## src/design/edfs_pkg.sv

```systemverilog
package edfs_pkg;

    // Default sizes of the task table and of the stored time values.
    localparam int MAX_TASKS_DEF = 16;
    localparam int TIME_BITS_DEF = 16;

    // Fixed widths of the request and response fields.
    localparam int OP_W      = 2;
    localparam int SLOT_W    = 4;
    localparam int FIELD_W   = 16;
    localparam int CNT_W     = 5;
    localparam int CLOCK_W   = 32;
    localparam int RUN_W     = 5;
    localparam int FRAC_BITS = 16;

    // Utilization of exactly 1.0 in the 16 fraction bit format.
    localparam logic [FRAC_BITS:0] FRAC_ONE = {1'b1, {FRAC_BITS{1'b0}}};

    // Reset value of the task count register.
    localparam logic [CNT_W-1:0] TASK_COUNT_RST = CNT_W'(1);

    // Request operation codes.
    typedef enum logic [OP_W-1:0] {
        OP_LOAD  = 2'd0,
        OP_TICK  = 2'd1,
        OP_CHECK = 2'd2
    } t_op;

    // Sequencer states.
    typedef enum logic [2:0] {
        ST_IDLE,
        ST_SCAN,
        ST_CHK_RD,
        ST_CHK_EVAL,
        ST_CHK_DIV,
        ST_RESULT
    } t_state;

    // Status of the iterative divider.
    typedef struct packed {
        logic busy;
        logic done;
    } t_div_sts;

endpackage

```

## src/design/edfs_req_if.sv

```systemverilog
interface edfs_req_if;

    logic                               valid;
    logic                               ready;
    logic [edfs_pkg::OP_W-1:0]          operation;
    logic [edfs_pkg::SLOT_W-1:0]        slot;
    logic [edfs_pkg::FIELD_W-1:0]       arrival;
    logic [edfs_pkg::FIELD_W-1:0]       exec_units;
    logic [edfs_pkg::FIELD_W-1:0]       deadline;

    modport source (output valid, operation, slot, arrival, exec_units, deadline, input ready);
    modport sink   (input valid, operation, slot, arrival, exec_units, deadline, output ready);

endinterface

```

## src/design/edfs_rsp_if.sv

```systemverilog
interface edfs_rsp_if;

    logic                               valid;
    logic                               ready;
    logic [edfs_pkg::RUN_W-1:0]         running_task;
    logic                               idle;
    logic                               task_finished;
    logic                               all_finished;
    logic [edfs_pkg::CLOCK_W-1:0]       current_time;
    logic                               feasible;

    modport source (output valid, running_task, idle, task_finished, all_finished,
                    current_time, feasible, input ready);
    modport sink   (input valid, running_task, idle, task_finished, all_finished,
                    current_time, feasible, output ready);

endinterface

```

## src/design/edfs_cfg_if.sv

```systemverilog
interface edfs_cfg_if;

    logic                               valid;
    logic                               ready;
    logic [edfs_pkg::CNT_W-1:0]         task_count;

    modport source (output valid, task_count, input ready);
    modport sink   (input valid, task_count, output ready);

endinterface

```

## src/design/edfs_ram.sv

```systemverilog
module edfs_ram #(
    parameter int WIDTH = 16,
    parameter int DEPTH = 16
) (
    input  logic                     i_clk,
    input  logic                     i_we,
    input  logic [$clog2(DEPTH)-1:0] i_waddr,
    input  logic [WIDTH-1:0]         i_wdata,
    input  logic [$clog2(DEPTH)-1:0] i_raddr,
    output logic [WIDTH-1:0]         o_rdata
);

    logic [WIDTH-1:0] r_mem [DEPTH];
    logic [WIDTH-1:0] r_rdata;

    // One write port and one registered read port.
    always_ff @(posedge i_clk) begin
        if (i_we) begin
            r_mem[i_waddr] <= i_wdata;
        end
        r_rdata <= r_mem[i_raddr];
    end

    assign o_rdata = r_rdata;

endmodule

```

## src/design/edfs_div.sv

```systemverilog
module edfs_div #(
    parameter int DW = 16,
    parameter int QW = 32
) (
    input  logic                i_clk,
    input  logic                i_rst_n,
    input  logic                i_start,
    input  logic [QW-1:0]       i_dividend,
    input  logic [DW-1:0]       i_divisor,
    output logic [QW-1:0]       o_quotient,
    output edfs_pkg::t_div_sts  o_sts
);

    localparam int CW = $clog2(QW + 1);

    logic [QW-1:0] r_q;
    logic [DW-1:0] r_rem;
    logic [DW-1:0] r_dvs;
    logic [CW-1:0] r_cnt;
    logic          r_busy;
    logic          r_done;

    logic [DW:0]   trial;
    logic [DW:0]   diff;
    logic          fits;

    // One restoring step: shift in the next dividend bit and try the subtract.
    always_comb begin
        trial = {r_rem, r_q[QW-1]};
        diff  = trial - {1'b0, r_dvs};
        fits  = (trial >= {1'b0, r_dvs});
    end

    // Control: a count of remaining quotient bits.
    always_ff @(posedge i_clk) begin
        if (!i_rst_n) begin
            r_busy <= 1'b0;
            r_done <= 1'b0;
            r_cnt  <= '0;
        end else begin
            r_done <= 1'b0;
            if (i_start && !r_busy) begin
                r_busy <= 1'b1;
                r_cnt  <= CW'(QW);
            end else if (r_busy) begin
                r_cnt <= r_cnt - CW'(1);
                if (r_cnt == CW'(1)) begin
                    r_busy <= 1'b0;
                    r_done <= 1'b1;
                end
            end
        end
    end

    // Datapath: dividend bits leave the top while quotient bits enter the bottom.
    always_ff @(posedge i_clk) begin
        if (i_start && !r_busy) begin
            r_q   <= i_dividend;
            r_rem <= '0;
            r_dvs <= i_divisor;
        end else if (r_busy) begin
            r_q   <= {r_q[QW-2:0], fits};
            r_rem <= fits ? diff[DW-1:0] : trial[DW-1:0];
        end
    end

    assign o_quotient = r_q;
    assign o_sts.busy = r_busy;
    assign o_sts.done = r_done;

endmodule

```

## src/design/edf_task_scheduler_top.sv

```systemverilog
// Earliest-deadline-first scheduler over a table of MAX_TASKS task slots. Each request
// gives exactly one response, and one request is handled at a time. A load (or the unused
// code) goes straight from idle to the result state. A tick visits the n slots in use:
// the task table is read one slot per cycle through a registered memory port and each
// entry goes through one deadline comparator. A check runs each slot in use through the
// bit-serial divider, which works on DW-bit values, where DW is TIME_BITS capped at 16,
// and forms execution time * 2^16 / deadline for each slot; it ends early on a zero
// deadline or once the sum exceeds 1.0. The response sits in an output register, so the
// next request can be taken while the last response waits; a second response held back
// by a stalled receiver keeps the block busy until the first one is taken. The table
// holds no valid state: reading a slot that was never loaded gives undefined task
// values.
module edf_task_scheduler_top #(
    parameter int MAX_TASKS = edfs_pkg::MAX_TASKS_DEF,
    parameter int TIME_BITS = edfs_pkg::TIME_BITS_DEF
) (
    input  logic       i_clk,
    input  logic       i_rst_n,
    edfs_cfg_if.sink   i_cfg,
    edfs_req_if.sink   i_req,
    edfs_rsp_if.source o_rsp
);

    localparam int DW = (TIME_BITS < edfs_pkg::FIELD_W) ? TIME_BITS : edfs_pkg::FIELD_W;
    localparam int QW = DW + edfs_pkg::FRAC_BITS;
    localparam int AW = $clog2(MAX_TASKS);
    localparam int NW = $clog2(MAX_TASKS + 1);
    localparam int SW = edfs_pkg::FRAC_BITS + 1;
    localparam int TW = edfs_pkg::CLOCK_W;

    edfs_pkg::t_state r_state, n_state;

    logic [edfs_pkg::CNT_W-1:0] r_task_count;
    logic [MAX_TASKS-1:0]       r_done;
    logic [TW-1:0]              r_time;

    logic [NW-1:0] r_idx;
    logic [AW-1:0] r_pidx;
    logic          r_pend;
    logic          r_best_v;
    logic [AW-1:0] r_best_idx;
    logic [DW-1:0] r_best_dl;
    logic [DW-1:0] r_best_rem;
    logic [SW-1:0] r_sum;

    logic [edfs_pkg::RUN_W-1:0] r_run;
    logic                       r_idle;
    logic                       r_fin;
    logic                       r_feas;

    logic                       r_out_valid;
    logic [edfs_pkg::RUN_W-1:0] r_out_run;
    logic                       r_out_idle;
    logic                       r_out_fin;
    logic                       r_out_all;
    logic [TW-1:0]              r_out_time;
    logic                       r_out_feas;

    logic [NW-1:0]   n_in_use;
    logic            accept;
    logic            in_range;
    logic [AW-1:0]   load_addr;
    logic [DW-1:0]   load_arr;
    logic [DW-1:0]   load_exec;
    logic [DW-1:0]   load_dl;
    logic            scan_end;
    logic            rsp_load;
    logic            all_fin;
    logic [MAX_TASKS-1:0] done_or_unused;

    logic            st_we;
    logic            rm_we;
    logic [AW-1:0]   rm_waddr;
    logic [DW-1:0]   rm_wdata;
    logic [AW-1:0]   raddr;
    logic [3*DW-1:0] st_rdata;
    logic [DW-1:0]   rm_rdata;
    logic [DW-1:0]   rd_arr;
    logic [DW-1:0]   rd_exec;
    logic [DW-1:0]   rd_dl;
    logic            eligible;
    logic            better;

    logic               div_start;
    logic [QW-1:0]      div_q;
    edfs_pkg::t_div_sts div_sts;
    logic [QW:0]        sum_next;
    logic               over;

    // Slots in use: the task count, capped at the table size.
    always_comb begin
        if (32'(r_task_count) > MAX_TASKS) begin
            n_in_use = NW'(MAX_TASKS);
        end else begin
            n_in_use = NW'(r_task_count);
        end
    end

    // Request decode and load values masked to the stored width.
    always_comb begin
        accept    = i_req.valid && i_req.ready;
        in_range  = (32'(i_req.slot) < MAX_TASKS);
        load_addr = AW'(i_req.slot);
        load_arr  = DW'(i_req.arrival);
        load_exec = DW'(i_req.exec_units);
        load_dl   = DW'(i_req.deadline);
    end

    // Fields of the table row read in the previous cycle.
    always_comb begin
        rd_arr   = st_rdata[3*DW-1:2*DW];
        rd_exec  = st_rdata[2*DW-1:DW];
        rd_dl    = st_rdata[DW-1:0];
        eligible = !r_done[r_pidx] && (rm_rdata != '0) && (TW'(rd_arr) <= r_time);
        better   = !r_best_v || (rd_dl < r_best_dl);
    end

    // Running utilization sum; anything above 1.0 ends the check as infeasible.
    always_comb begin
        sum_next = (QW+1)'(r_sum) + (QW+1)'(div_q);
        over     = (sum_next > (QW+1)'(edfs_pkg::FRAC_ONE));
    end

    // Every slot in use is done; slots beyond the count do not matter.
    always_comb begin
        for (int i = 0; i < MAX_TASKS; i++) begin
            done_or_unused[i] = r_done[i] || (32'(i) >= 32'(n_in_use));
        end
        all_fin = &done_or_unused;
    end

    assign scan_end = (r_state == edfs_pkg::ST_SCAN) && (r_idx == n_in_use) && !r_pend;
    assign rsp_load = (r_state == edfs_pkg::ST_RESULT) && (!r_out_valid || o_rsp.ready);

    // Next state of the sequencer.
    always_comb begin
        n_state = r_state;
        case (r_state)
            edfs_pkg::ST_IDLE: begin
                if (accept) begin
                    case (i_req.operation)
                        edfs_pkg::OP_TICK:  n_state = edfs_pkg::ST_SCAN;
                        edfs_pkg::OP_CHECK: n_state = edfs_pkg::ST_CHK_RD;
                        default:            n_state = edfs_pkg::ST_RESULT;
                    endcase
                end
            end
            edfs_pkg::ST_SCAN: begin
                if (scan_end) begin
                    n_state = edfs_pkg::ST_RESULT;
                end
            end
            edfs_pkg::ST_CHK_RD: begin
                if (r_idx == n_in_use) begin
                    n_state = edfs_pkg::ST_RESULT;
                end else begin
                    n_state = edfs_pkg::ST_CHK_EVAL;
                end
            end
            edfs_pkg::ST_CHK_EVAL: begin
                if (rd_dl == '0) begin
                    n_state = edfs_pkg::ST_RESULT;
                end else begin
                    n_state = edfs_pkg::ST_CHK_DIV;
                end
            end
            edfs_pkg::ST_CHK_DIV: begin
                if (div_sts.done) begin
                    n_state = over ? edfs_pkg::ST_RESULT : edfs_pkg::ST_CHK_RD;
                end
            end
            edfs_pkg::ST_RESULT: begin
                if (rsp_load) begin
                    n_state = edfs_pkg::ST_IDLE;
                end
            end
            default: n_state = edfs_pkg::ST_IDLE;
        endcase
    end

    // Sequencer outputs: handshake, memory ports and divider start.
    always_comb begin
        i_req.ready = (r_state == edfs_pkg::ST_IDLE);
        i_cfg.ready = 1'b1;
        raddr       = r_idx[AW-1:0];
        st_we       = 1'b0;
        rm_we       = 1'b0;
        rm_waddr    = load_addr;
        rm_wdata    = load_exec;
        div_start   = 1'b0;
        case (r_state)
            edfs_pkg::ST_IDLE: begin
                if (accept && (i_req.operation == edfs_pkg::OP_LOAD) && in_range) begin
                    st_we = 1'b1;
                    rm_we = 1'b1;
                end
            end
            edfs_pkg::ST_SCAN: begin
                if (scan_end && r_best_v) begin
                    rm_we    = 1'b1;
                    rm_waddr = r_best_idx;
                    rm_wdata = r_best_rem - DW'(1);
                end
            end
            edfs_pkg::ST_CHK_EVAL: begin
                div_start = (rd_dl != '0);
            end
            default: begin
            end
        endcase
    end

    // State register and configuration.
    always_ff @(posedge i_clk) begin
        if (!i_rst_n) begin
            r_state      <= edfs_pkg::ST_IDLE;
            r_task_count <= edfs_pkg::TASK_COUNT_RST;
        end else begin
            r_state <= n_state;
            if (i_cfg.valid && i_cfg.ready) begin
                r_task_count <= i_cfg.task_count;
            end
        end
    end

    // Done marks and the time counter.
    always_ff @(posedge i_clk) begin
        if (!i_rst_n) begin
            r_done <= '0;
            r_time <= '0;
        end else begin
            if (st_we) begin
                r_done[load_addr] <= (load_exec == '0);
            end
            if (scan_end) begin
                if (r_best_v && (r_best_rem == DW'(1))) begin
                    r_done[r_best_idx] <= 1'b1;
                end
                if (r_time != '1) begin
                    r_time <= r_time + TW'(1);
                end
            end
        end
    end

    // Scan and check datapath: slot index, best candidate and utilization sum.
    always_ff @(posedge i_clk) begin
        if (!i_rst_n) begin
            r_pend <= 1'b0;
        end else begin
            case (r_state)
                edfs_pkg::ST_IDLE: begin
                    r_idx    <= '0;
                    r_pend   <= 1'b0;
                    r_best_v <= 1'b0;
                    r_sum    <= '0;
                    r_run    <= '0;
                    r_idle   <= 1'b0;
                    r_fin    <= 1'b0;
                    r_feas   <= (i_req.operation == edfs_pkg::OP_CHECK);
                end
                edfs_pkg::ST_SCAN: begin
                    if (r_idx != n_in_use) begin
                        r_idx  <= r_idx + NW'(1);
                        r_pidx <= r_idx[AW-1:0];
                        r_pend <= 1'b1;
                    end else begin
                        r_pend <= 1'b0;
                    end
                    if (r_pend && eligible && better) begin
                        r_best_v   <= 1'b1;
                        r_best_idx <= r_pidx;
                        r_best_dl  <= rd_dl;
                        r_best_rem <= rm_rdata;
                    end
                    if (scan_end) begin
                        if (r_best_v) begin
                            r_run <= edfs_pkg::RUN_W'(r_best_idx) + edfs_pkg::RUN_W'(1);
                            r_fin <= (r_best_rem == DW'(1));
                        end else begin
                            r_idle <= 1'b1;
                        end
                    end
                end
                edfs_pkg::ST_CHK_EVAL: begin
                    if (rd_dl == '0) begin
                        r_feas <= 1'b0;
                    end
                end
                edfs_pkg::ST_CHK_DIV: begin
                    if (div_sts.done) begin
                        r_sum <= sum_next[SW-1:0];
                        r_idx <= r_idx + NW'(1);
                        if (over) begin
                            r_feas <= 1'b0;
                        end
                    end
                end
                default: begin
                end
            endcase
        end
    end

    // Output register between the sequencer and the response channel.
    always_ff @(posedge i_clk) begin
        if (!i_rst_n) begin
            r_out_valid <= 1'b0;
        end else if (rsp_load) begin
            r_out_valid <= 1'b1;
        end else if (o_rsp.ready) begin
            r_out_valid <= 1'b0;
        end
    end

    always_ff @(posedge i_clk) begin
        if (rsp_load) begin
            r_out_run  <= r_run;
            r_out_idle <= r_idle;
            r_out_fin  <= r_fin;
            r_out_all  <= all_fin;
            r_out_time <= r_time;
            r_out_feas <= r_feas;
        end
    end

    assign o_rsp.valid         = r_out_valid;
    assign o_rsp.running_task  = r_out_run;
    assign o_rsp.idle          = r_out_idle;
    assign o_rsp.task_finished = r_out_fin;
    assign o_rsp.all_finished  = r_out_all;
    assign o_rsp.current_time  = r_out_time;
    assign o_rsp.feasible      = r_out_feas;

    // Static task values: arrival, execution time and deadline in one row.
    edfs_ram #(
        .WIDTH (3 * DW),
        .DEPTH (MAX_TASKS)
    ) u_static_ram (
        .i_clk   (i_clk),
        .i_we    (st_we),
        .i_waddr (load_addr),
        .i_wdata ({load_arr, load_exec, load_dl}),
        .i_raddr (raddr),
        .o_rdata (st_rdata)
    );

    // Remaining execution time, written by loads and by the task run at a tick.
    edfs_ram #(
        .WIDTH (DW),
        .DEPTH (MAX_TASKS)
    ) u_remain_ram (
        .i_clk   (i_clk),
        .i_we    (rm_we),
        .i_waddr (rm_waddr),
        .i_wdata (rm_wdata),
        .i_raddr (raddr),
        .o_rdata (rm_rdata)
    );

    // Bit-serial divider for the per-slot utilization.
    edfs_div #(
        .DW (DW),
        .QW (QW)
    ) u_div (
        .i_clk      (i_clk),
        .i_rst_n    (i_rst_n),
        .i_start    (div_start),
        .i_dividend ({rd_exec, {edfs_pkg::FRAC_BITS{1'b0}}}),
        .i_divisor  (rd_dl),
        .o_quotient (div_q),
        .o_sts      (div_sts)
    );

    // Every accepted request leaves the idle state on the next cycle.
    assert property (@(posedge i_clk) disable iff (!i_rst_n)
        accept |=> (r_state != edfs_pkg::ST_IDLE))
        else $error("request accepted but sequencer stayed idle");

    // Time never runs backward.
    assert property (@(posedge i_clk) disable iff (!i_rst_n)
        1'b1 |=> (r_time >= $past(r_time)))
        else $error("time counter decreased");

    // The divider is started only when it is free.
    assert property (@(posedge i_clk) disable iff (!i_rst_n)
        div_start |-> !div_sts.busy)
        else $error("divider started while busy");

    // A division in flight always belongs to a slot in use.
    assert property (@(posedge i_clk) disable iff (!i_rst_n)
        (r_state == edfs_pkg::ST_CHK_DIV) |-> (r_idx < n_in_use))
        else $error("division for a slot beyond the task count");

endmodule

```

## src/flat_wrapper.sv

```systemverilog
// flat-port wrapper written by rule: the top's interface ports become plain ports
module edf_task_scheduler_top_flat 
#(
    parameter int MAX_TASKS = edfs_pkg::MAX_TASKS_DEF,
    parameter int TIME_BITS = edfs_pkg::TIME_BITS_DEF
)
  (i_clk, i_rst_n, i_cfg_valid, i_cfg_task_count, i_cfg_ready, i_req_valid, i_req_operation, i_req_slot, i_req_arrival, i_req_exec_units, i_req_deadline, i_req_ready, o_rsp_valid, o_rsp_running_task, o_rsp_idle, o_rsp_task_finished, o_rsp_all_finished, o_rsp_current_time, o_rsp_feasible, o_rsp_ready);
  edfs_cfg_if i_cfg_i ();
  edfs_req_if i_req_i ();
  edfs_rsp_if o_rsp_i ();
  input  logic i_clk;
  input  logic i_rst_n;
  input wire logic [$bits(i_cfg_i.valid)-1:0] i_cfg_valid;
  input wire logic [$bits(i_cfg_i.task_count)-1:0] i_cfg_task_count;
  output wire logic [$bits(i_cfg_i.ready)-1:0] i_cfg_ready;
  input wire logic [$bits(i_req_i.valid)-1:0] i_req_valid;
  input wire logic [$bits(i_req_i.operation)-1:0] i_req_operation;
  input wire logic [$bits(i_req_i.slot)-1:0] i_req_slot;
  input wire logic [$bits(i_req_i.arrival)-1:0] i_req_arrival;
  input wire logic [$bits(i_req_i.exec_units)-1:0] i_req_exec_units;
  input wire logic [$bits(i_req_i.deadline)-1:0] i_req_deadline;
  output wire logic [$bits(i_req_i.ready)-1:0] i_req_ready;
  output wire logic [$bits(o_rsp_i.valid)-1:0] o_rsp_valid;
  output wire logic [$bits(o_rsp_i.running_task)-1:0] o_rsp_running_task;
  output wire logic [$bits(o_rsp_i.idle)-1:0] o_rsp_idle;
  output wire logic [$bits(o_rsp_i.task_finished)-1:0] o_rsp_task_finished;
  output wire logic [$bits(o_rsp_i.all_finished)-1:0] o_rsp_all_finished;
  output wire logic [$bits(o_rsp_i.current_time)-1:0] o_rsp_current_time;
  output wire logic [$bits(o_rsp_i.feasible)-1:0] o_rsp_feasible;
  input wire logic [$bits(o_rsp_i.ready)-1:0] o_rsp_ready;
  assign i_cfg_i.valid = i_cfg_valid;
  assign i_cfg_i.task_count = i_cfg_task_count;
  assign i_cfg_ready = i_cfg_i.ready;
  assign i_req_i.valid = i_req_valid;
  assign i_req_i.operation = i_req_operation;
  assign i_req_i.slot = i_req_slot;
  assign i_req_i.arrival = i_req_arrival;
  assign i_req_i.exec_units = i_req_exec_units;
  assign i_req_i.deadline = i_req_deadline;
  assign i_req_ready = i_req_i.ready;
  assign o_rsp_valid = o_rsp_i.valid;
  assign o_rsp_running_task = o_rsp_i.running_task;
  assign o_rsp_idle = o_rsp_i.idle;
  assign o_rsp_task_finished = o_rsp_i.task_finished;
  assign o_rsp_all_finished = o_rsp_i.all_finished;
  assign o_rsp_current_time = o_rsp_i.current_time;
  assign o_rsp_feasible = o_rsp_i.feasible;
  assign o_rsp_i.ready = o_rsp_ready;
  edf_task_scheduler_top #(.MAX_TASKS(MAX_TASKS), .TIME_BITS(TIME_BITS)) u_core (.i_clk(i_clk), .i_rst_n(i_rst_n), .i_cfg(i_cfg_i), .i_req(i_req_i), .o_rsp(o_rsp_i));
endmodule
```

## config.mk

```make
export PLATFORM = sky130hd
export DESIGN_NAME = edf_task_scheduler_top_flat
export DESIGN_NICKNAME = d
export VERILOG_FILES = /design/src/design/edfs_pkg.sv /design/src/design/edfs_req_if.sv /design/src/design/edfs_rsp_if.sv /design/src/design/edfs_cfg_if.sv /design/src/design/edfs_ram.sv /design/src/design/edfs_div.sv /design/src/design/edf_task_scheduler_top.sv /design/src/flat_wrapper.sv
export SDC_FILE = /design/constraint.sdc
export NUM_CORES = 2
export LEC_CHECK = 0
export ABC_AREA = 1
export BUFFER_PORTS_ARGS = -buffer_cell sky130_fd_sc_hd__buf_4
export CAP_MARGIN = 20
export CORE_MARGIN = 4
export CORE_UTILIZATION = 55
export DETAILED_ROUTE_END_ITERATION = 10
export GPL_TIMING_DRIVEN = 1
export PLACE_DENSITY = 0.67
export SLEW_MARGIN = 10
export SYNTH_ARGS = -nofsm -noshare
export SYNTH_HDL_FRONTEND = slang
export SYNTH_HIERARCHICAL = 1
export SYNTH_SLANG_ARGS = --single-unit
```

## constraint.sdc

```tcl
create_clock -name i_clk -period 4.45 [get_ports i_clk]
set_input_delay 0.2225 -clock i_clk [delete_from_list [all_inputs] [get_ports i_clk]]
set_output_delay 0.2225 -clock i_clk [all_outputs]
set_load 0.005 [all_outputs]
```

==> summary.md <==
| Metric | Value |
|---|---|
| Slowest stage delay, CP | 800 ps |
| Number of global-route vias before repair | 40119 |
| DIE AREA | 115000 µm² |
| Kind of critical path | register to register |
| CP arrival | 3900 ps |
| # rows | 121 |
| Die X-Extent | 339 µm |
| # DRC | 0 |
| RSZ-0062 raised after global routing | no |
| Slew @ Worst Pin | 1100 ps |
| GRT overflow | 0 |
| Max Clock Freq | 0.282 GHz |
| Clk sinks | 1330 |
| Area growth syn-to-layout | 12.4% |
| Post-DR wirelength/cell | 19.3 µm |
| Core Area | 109000 µm² |
| Final setup violating endpoints | 0 |
| Clk buf depth | 3 |
| Min Clock Period, post-route | 3540 ps |
| I/O Buffers | 106 |
| CTS H-tree depth | 4 |
| Setup bufs post-CTS | 0 |
| Crit path buf inv count | 2 |
| Post-Route WL | 152 mm |
| Share of layout cells above drive strength 1 | 7.39% |
| Vias per cell | 5.38 |
| Worst Slack Setup Final | 908 ps |
| Crit path cell chain | inv_2 > nand2_1 > nor2_1 > nor3_2 > nand3_2 > nor2_2 > nand2_2 > nor2_2 > inv_1 > nand2_1 > nand3_1 > nor2_2 |
| Max-Cap Viols | 0 |
| Hold crit path type | input pin to register |
| Detail Route Antenna Nets | 0 |
| Power Density | 515 nW/µm² |
| All-Layer GR Usage | 26.2% |
| Detail Placement HPWL | 89.2 mm |
| Initial DRC Count | 3952 |
| Critical path startpoint category | register |
| Placer Congestion | 0.913 |
| Synth Cell Area | 60100 µm² |
| Cell family with most CP delay | simple AND/OR/NAND/NOR gates |
| Critical path's slowest cell | nor2_2 |
| Clock buffer count from CTS | 140 |
| Finished Cell Area | 67600 µm² |
| Global-route wire length before repair | 234 mm |
| Post-DP Area | 62300 µm² |
| Data required time of the worst path | 4800 ps |
| Setup Total Neg Slack | 0 ps |
| Period Utilization, post-route | 79.6% |
| Leakage power | 29.1 nW |
| Finished Core Util | 62.2% |
| Hold Fails Final Rpt | 0 |
| Vias | 42436 |
| Crit-path max FO | 16 |
| Die height | 339 µm |
| Relative slew slack | 26.7% |
| Final net count | 6499 |
| Mean area per synthesized cell | 9.73 µm² |
| Power, Total | 34.8 mW |
| Cells after Synth | 6183 |
| Drt first pass iters | 8 |
| Outcome | finished, final reports clean |
| Starting density of the core | 55.3% |
| Clock transition at path regs | 60 ps |
| Pre-CTS WS | 907 ps |
| Initial antenna violation count | 9 |
| Most common cell on crit path | nor2_2 |
| Worst vdd ir | 437 µV |
| Largest net degree at the start of global routing | 195 |
| IO Count | 108 |
| Max-slew violations | 0 |
| Synthesis Warnings | 6 |
| CTS tree | done |
| Worst-Skew Late Latency | 740 ps |
| Clk_skew | 22.5 ps |
| CP endpoint kind | register |
| Resize count post-CTS | 0 |
| CTS Root Cell | clkbuf_16 |
through the flow:
stage / hold slack (ps) / instances
CTS: 36.5 / 7882
detailed placement: 406 / 7557
global route: 78.3 / 7889
finish: 102 / 7890
floorplan: 321 / 6198
global placement: 406 / 7556
routing by layer:
| layer | up-vias | global-route usage (%) | part of all wire [%] |
|---|---|---|---|
| li1 | 20393 | - | - |
| met1 | 20180 | 36.9 | 43 |
| met5 | - | 0 | 0.0086 |
| met4 | 2 | 7.91 | 2.4 |
| met3 | 251 | 4.44 | 7.6 |
| met2 | 1610 | 42.0 | 47 |
timing repair:
action | in CTS | in global routing
setup endpoints to repair | 0 | 0
hold buffers | 67 | 0
endpoints found under the hold margin | 800 | 0
placed cells by master (no fill, tap or decap), types with 8 or more instances in the layout:
master,count
a21oi_1,106
nor2_1,161
inv_1,1094
nand2_1,1893
nor2_4,19
nor2_2,19
clkbuf_8,8
nand3b_1,9
clkinv_1,25
xor2_1,14
nand4_1,35
o211ai_1,9
nor4_1,23
bufinv_16,10
nand2_2,18
dfxtp_1,146
nand3_1,915
clkbuf_1,39
buf_4,164
xnor2_1,16
conb_1,17
clkinv_2,19
dlygate4sd3_1,67
edfxtp_1,1184
clkbuf_16,142
o21ai_0,80
nor3_1,46
ha_1,77
buf_12,23
inv_6,8
area by class of cell:
cell class	instances	area, µm²
flip-flops and latches	1330	38500
fillers	8799	41100
well taps	1414	1770
multi-input cells	3520	16300
inverters	1108	4180
clock buffers	189	3810
clock inverters	69	699
diodes	4	10.0
repair buffers	256	2390
path summary, 6_finish.rpt:
path / from / endpoint / slack, ps / depth (start not counted)
max: u_core/r_task_count[4] / u_core/u_remain_ram/r_mem[11][13] / 910 / 12
max reg2reg: u_core/r_task_count[4] / u_core/u_remain_ram/r_mem[11][13] / 910 / 12
min reg2reg: u_core/r_run[4] / u_core/o_rsp.running_task[4] / 420 / 0
min: i_req_slot[2] / u_core/r_done[2] / 100 / 5
report_power, final:
part / switching (mW) / internal (mW) / leakage [nW]
logic: 6.19 / 2.49 / 15.0
registers: 0.459 / 14.3 / 11.9
clock network: 4.76 / 6.63 / 2.20
total: 11.4 / 23.4 / 29.1
worst reg2reg max path: stages, from the launching register on:
cell     delay, ps
dfxtp_1        420
inv_2          120
nand2_1        130
nor2_1          60
nor3_2         160
nand3_2        160
nor2_2         160
nand2_2        120
nor2_2         330
inv_1          260
nand2_1        190
nand3_1        250
nor2_2         800
sequential cells by signal (all words and copies together) (netlist names), 5 cells and up:
register	cells
u_core/r_best_rem	16
u_core/r_best_dl	16
u_core/r_run	5
u_core/u_div/r_dvs	16
u_core/u_div/r_rem	16
u_core/r_task_count	5
u_core/u_remain_ram/r_mem	256
u_core/u_div/o_quotient	32
u_core/r_done	16
u_core/u_static_ram/o_rdata	48
u_core/r_sum	17
u_core/o_rsp.current_time	32
u_core/u_remain_ram/o_rdata	16
u_core/u_static_ram/r_mem	768
u_core/u_div/r_cnt	6
u_core/o_rsp.running_task	5
u_core/r_time	32
u_core/r_idx	5
Power figures use the tool's default switching activity.
